<file path="src/sv/pli_pkg.sv">
// Types and constants shared by the interpolator modules.
package pli_pkg;
   localparam logic [1:0] CSR_MODE   = 2'd0;
   localparam logic [1:0] CSR_PERIOD = 2'd1;
   localparam logic [1:0] CSR_COUNT  = 2'd2;

   localparam logic [1:0] MODE_CONST = 2'd1;
   localparam logic [1:0] MODE_PER   = 2'd2;

   localparam logic [1:0] ST_OK    = 2'd0;
   localparam logic [1:0] ST_EMPTY = 2'd1;
   localparam logic [1:0] ST_SAT   = 2'd2;

   localparam logic OP_LOAD = 1'b0;
   localparam logic OP_EVAL = 1'b1;

   typedef enum logic [3:0] {
      S_IDLE, S_RD0, S_RDL, S_SCAN, S_SEGA, S_SEGB, S_PICK, S_MUL,
      S_DIV, S_FIN, S_OUT
   } state_type;

   // phases of the segment evaluator
   typedef enum logic [1:0] {
      P_IDLE, P_LOAD, P_LOOP, P_DONE
   } phase_type;

   // operands of one segment evaluation
   typedef struct packed {
      logic signed [33:0] x1;
      logic signed [33:0] y1;
      logic signed [33:0] x2;
      logic signed [33:0] y2;
      logic signed [33:0] q;
   } seg_type;
endpackage

</file>
<file path="src/sv/pli_div.sv">
// Segment evaluator: 34x34 multiply then restoring divide, one bit a cycle.
module pli_div import pli_pkg::*; (
   input  logic               clock,
   input  logic               reset,
   input  logic               start,
   input  seg_type            seg,
   output logic               done,
   output logic signed [31:0] value,
   output logic               sat
);
   localparam int NB = 69;   // product magnitude bits
   phase_type   phase_ff, phase_in;
   logic [6:0]  cnt_ff, cnt_in;
   logic [33:0] ua_ff, ub_ff, ud_ff;
   logic        neg_ff, zero_ff;
   logic signed [33:0] y1_ff;
   logic [68:0] prod_ff;
   logic [34:0] rem_ff;
   logic [68:0] quo_ff;
   logic signed [33:0] dy, dq, dd;
   logic [35:0] rsh;
   logic [34:0] rnext;
   logic [40:0] qcl;
   logic signed [42:0] r;

   assign dy = seg.y2 - seg.y1;
   assign dq = seg.q - seg.x1;
   assign dd = seg.x2 - seg.x1;
   assign rsh = {rem_ff, prod_ff[cnt_ff]};
   assign rnext = (rsh >= {2'b0, ud_ff}) ? 35'(rsh - {2'b0, ud_ff}) : rsh[34:0];

   always_comb begin
      phase_in = phase_ff;
      cnt_in = cnt_ff;
      done = 1'b0;
      unique case (phase_ff)
         P_IDLE: if (start) phase_in = P_LOAD;
         P_LOAD: begin
            phase_in = P_LOOP;
            cnt_in = 7'(NB - 1);
         end
         P_LOOP: begin
            if (zero_ff || cnt_ff == 7'd0) phase_in = P_DONE;
            else cnt_in = cnt_ff - 7'd1;
         end
         P_DONE: begin
            done = 1'b1;
            phase_in = P_IDLE;
         end
      endcase
   end

   always_ff @(posedge clock) begin
      if (reset) begin
         phase_ff <= P_IDLE;
         cnt_ff <= '0;
      end else begin
         phase_ff <= phase_in;
         cnt_ff <= cnt_in;
      end
      if (phase_ff == P_IDLE && start) begin
         ua_ff <= dy[33] ? 34'(-dy) : dy;
         ub_ff <= dq[33] ? 34'(-dq) : dq;
         ud_ff <= dd[33] ? 34'(-dd) : dd;
         neg_ff <= dy[33] ^ dq[33] ^ dd[33];
         zero_ff <= (dd == 0);
         y1_ff <= seg.y1;
      end
      if (phase_ff == P_LOAD) begin
         prod_ff <= {35'b0, ua_ff} * {35'b0, ub_ff};
         rem_ff <= '0;
         quo_ff <= '0;
      end
      if (phase_ff == P_LOOP && !zero_ff) begin
         rem_ff <= rnext;
         quo_ff[cnt_ff] <= (rsh >= {2'b0, ud_ff});
      end
   end

   // clamp quotient, apply sign, saturate
   always_comb begin
      qcl = (quo_ff > 69'(41'h100_0000_0000)) ? 41'h100_0000_0000 : quo_ff[40:0];
      if (zero_ff) r = 43'(y1_ff);
      else r = neg_ff ? 43'(y1_ff) - 43'(qcl) : 43'(y1_ff) + 43'(qcl);
      sat = (r > 43'sd2147483647) || (r < -43'sd2147483648);
      if (r > 43'sd2147483647) value = 32'sh7fffffff;
      else if (r < -43'sd2147483648) value = 32'sh80000000;
      else value = r[31:0];
   end
endmodule

</file>
<file path="config.mk">
export PLATFORM = sky130hd
export DESIGN_NAME = pli_div
export DESIGN_NICKNAME = d
export VERILOG_FILES = /design/src/sv/pli_pkg.sv /design/src/sv/pli_div.sv
export SDC_FILE = /design/constraint.sdc
export NUM_CORES = 2
export LEC_CHECK = 0
export BUFFER_PORTS_ARGS = -buffer_cell sky130_fd_sc_hd__buf_2
export CAP_MARGIN = 10
export CORE_MARGIN = 8
export CORE_UTILIZATION = 55
export CTS_CLUSTER_SIZE = 25
export DETAILED_ROUTE_END_ITERATION = 12
export GPL_TIMING_DRIVEN = 0
export HOLD_SLACK_MARGIN = 0.06
export PLACE_DENSITY_LB_ADDON = 0.12
export SYNTH_ARGS = -nofsm -noshare
export SYNTH_HDL_FRONTEND = slang
export SYNTH_SLANG_ARGS = --single-unit
</file>
<file path="constraint.sdc">
create_clock -name clock -period 11.5 [get_ports clock]
set_input_delay 1.15 -clock clock [delete_from_list [all_inputs] [get_ports clock]]
set_output_delay 1.15 -clock clock [all_outputs]
set_load 0.02 [all_outputs]
</file>
==> impl_metrics.ini <==
[status]
status = complete, no violations

[synth]
yosys-top-cells-area = fa_1 33%, edfxtp_1 12%, ha_1 9.5%, inv_1 7.6%, nand2_1 6.7%
syn_area_mm2 = 0.06211
synth_flop_cell = edfxtp_1
syn-num-nets = 8849
synthArstFlopShare_pct = 0
synthDistinctLibCells = 93
avgSynthCellArea_um2 = 8.650
netlist_instances = 7181
synth_top_cell_by_area = fa_1
ys.warnings.count = 0
synth_edf_count = 241
synth_top_area_share_pct = 33.04
synth_sequential_area_ratio_pct = 14.16
synth_seq_cells = 319

[final_layout]
finalNetCount = 9106
final_common_cell = inv_1
final_cell_mix = 1257 x inv_1, 1106 x nand2_1, 1025 x fa_1
area_delta_synth_final_pct = 6.994
drive_gt1_share_pct = 4.703

[setup_path]
worstReg2RegStart = ub_ff[15]
crit_path_max_fanout = 10
cp_top_family = adder cells
crit_top_cell = fa_1
reg2reg_slack_ps = 530
crit_slowest_cell = clkbuf_1
start_kind = flip-flop
slowest_delay_ps = 980
cp-end-kind = flip-flop
arrival_ps = 11280
criticalPathCategory = flip-flop to flip-flop
rr_endpoint = prod_ff[67]
reg2reg_depth = 27
path_buf_inv = 7
worstPathRequired_ps = 11800

[worst_hold_path]
min_path_type = flip-flop to flip-flop
min_from = quo_ff[58]
hold_depth = 2
min_to = quo_ff[58]

[grt]
grt_max_degree = 73
grt-ovfl-total = 0
grt_pass1_wl_um = 344000
antenna_found_initial = 17
first_global_vias = 53490
grt_usage_pct = 36.94

[sta]
fmaxAchievable_ghz = 0.09114
maxSlewHeadroom_pct = 3.599
period_minus_slack_ps = 10970
finalClockSkew_ps = 41.41
setup-violations-final = 0
worstMarginPinSlew_ps = 1446
rsz0062_at_grt = false
finalHoldViolCount = 0
finalSetupTns_ps = 0
final.period_utilization_pct = 95.41
finalMaxSlewViolations = 0

[floorplan]
fp.coreArea_mm2 = 0.1122
die_w_um = 352.1
row_count = 123
fp.dieH_um = 352.1
io_pins = 207
dieArea_mm2 = 0.1239
initial_core_util_pct = 55.36

[cts]
post_cts_buffers = 0
clk_pin_slew_worst_paths_ps = 60
cts_root_buf = clkbuf_16
clkSinkCount = 319
cts_tree = built
cts_buffers = 35
cts_htree_levels = 2
clk_latency_ps = 580
cts_hold_buf = 0
clockBufferDepth = 3

[detailed_routing]
routed_wl_um = 234500
first_pass_iters = 7
viasPerCell = 5.955
num_vias = 53500
drtAntennaViolNets = 0
drt_iter0_drc = 5694
drc = 0
wl_per_cell_um = 26.11

[placed_design]
dpl.hpwl_um = 194300
gp_routability_congestion = 1.076
io_buffers = 205

[run]
cap_viol_max_count = 0
==> worst register-to-register path, stage by stage (launching register included) <==
cell and delay, ps:
edfxtp_1 320, clkbuf_1 980, clkbuf_1 930, nand2_1 170, fa_1 530, inv_1 50
fa_1 470, fa_1 560, inv_1 60, fa_1 480, fa_1 540, inv_1 50
fa_1 480, inv_1 50, fa_1 460, fa_1 490, inv_1 130, ha_1 570
nand2_1 180, or3_1 580, nor3_1 720, o21ai_1 600, a41o_1 430, o21a_1 250
o221ai_1 220, o211ai_1 130, a21oi_1 200, xnor2_1 90
==> registers in the layout (all words and copies together), names as in the netlist <==
| register | cells |
|---|---|
| phase_ff | 2 |
| neg_ff | 1 |
| y1_ff | 34 |
| ua_ff | 34 |
| quo_ff | 69 |
| cnt_ff | 7 |
| rem_ff | 35 |
| zero_ff | 1 |
| ub_ff | 34 |
| ud_ff | 34 |
| prod_ff | 68 |
==> worst max-delay path by stage <==
stage | start | endpoint | slack, ps | cells past startpoint
after floorplan | quo_ff[12] | value[20] | 3120 | 29
after global placement | ub_ff[8] | prod_ff[64] | 200 | 28
after detailed placement | quo_ff[12] | value[10] | 390 | 30
after CTS | quo_ff[12] | value[10] | 40 | 30
after global routing | quo_ff[12] | value[10] | 50 | 30
final | ub_ff[15] | prod_ff[67] | 530 | 27
==> kinds of logic (layout without fill, tap and decap cells) <==
family          Yosys count  after routing  synth area share [%]
compound gates         1080           1080                 11.03
xor+xnor                329            329                 4.639
fa+ha+maj              1495           1495                 42.50
buf+inv                1609           1892                 9.751
flops                   319            319                 14.16
mux                      21             21                0.3646
other cells               0             19                     0
simple gates           2328           2328                 17.55
==> cell type report <==
type / count / area, µm²
Antenna cell: 19 / 47.55
Buffer: 348 / 1326
Clock buffer: 44 / 919.6
Clock inverter: 19 / 166.4
Fill cell: 10250 / 45730
Inverter: 1261 / 4733
Multi-Input combinational cell: 5253 / 47360
Sequential cell: 319 / 8798
Tap cell: 1500 / 1877
Timing Repair Buffer: 220 / 1234
==> timing repair <==
action                     in CTS  in global routing
hold endpoints to repair        0                  0
gates cloned                    0                  0
setup endpoints to repair      21                 33
resized for setup               3                 10
==> metrics by stage <==
step           std cells  hold WS (ps)  setup WS, ps  util, %  area (µm²)
3_5_place_dp        8897         466.9         386.9    58.13       65220
5_1_grt             8967         487.2         46.34    59.20       66420
6_report            8983         469.4         527.7    59.24       66460
2_1_floorplan       7181         443.6          3124        -       62110
4_1_cts             8960         474.1         42.42    59.11       66310
3_3_place_gp        8886         452.4         204.5    57.95       65020
==> routing by layer <==
layer | vias to the layer above | track usage (%) | wire length [µm]
li1 | 23430 | - | -
met1 | 26380 | 49.33 | 93080
met2 | 3063 | 54.25 | 97510
met3 | 621 | 11.83 | 29660
met4 | 4 | 17.90 | 14260
met5 | - | 0 | 25
==> Yosys cell counts (all sizes together), types with 31 or more instances <==
cell type / instances
a211oi: 31
a21o: 106
a21oi: 337
a31oi: 36
and2: 385
and3: 33
clkbuf: 331
dfxtp: 78
edfxtp: 241
fa: 1025
ha: 470
inv: 1258
nand2: 1107
nand2b: 45
nand3: 152
nand4: 44
nor2: 292
nor2b: 37
nor3: 111
nor4: 35
o211ai: 42
o21a: 50
o21ai: 242
o21bai: 38
xnor2: 208
xor2: 121
Power is not shown: default switching activity piles up to over one toggle a cycle in this logic, so the estimate is an artifact.
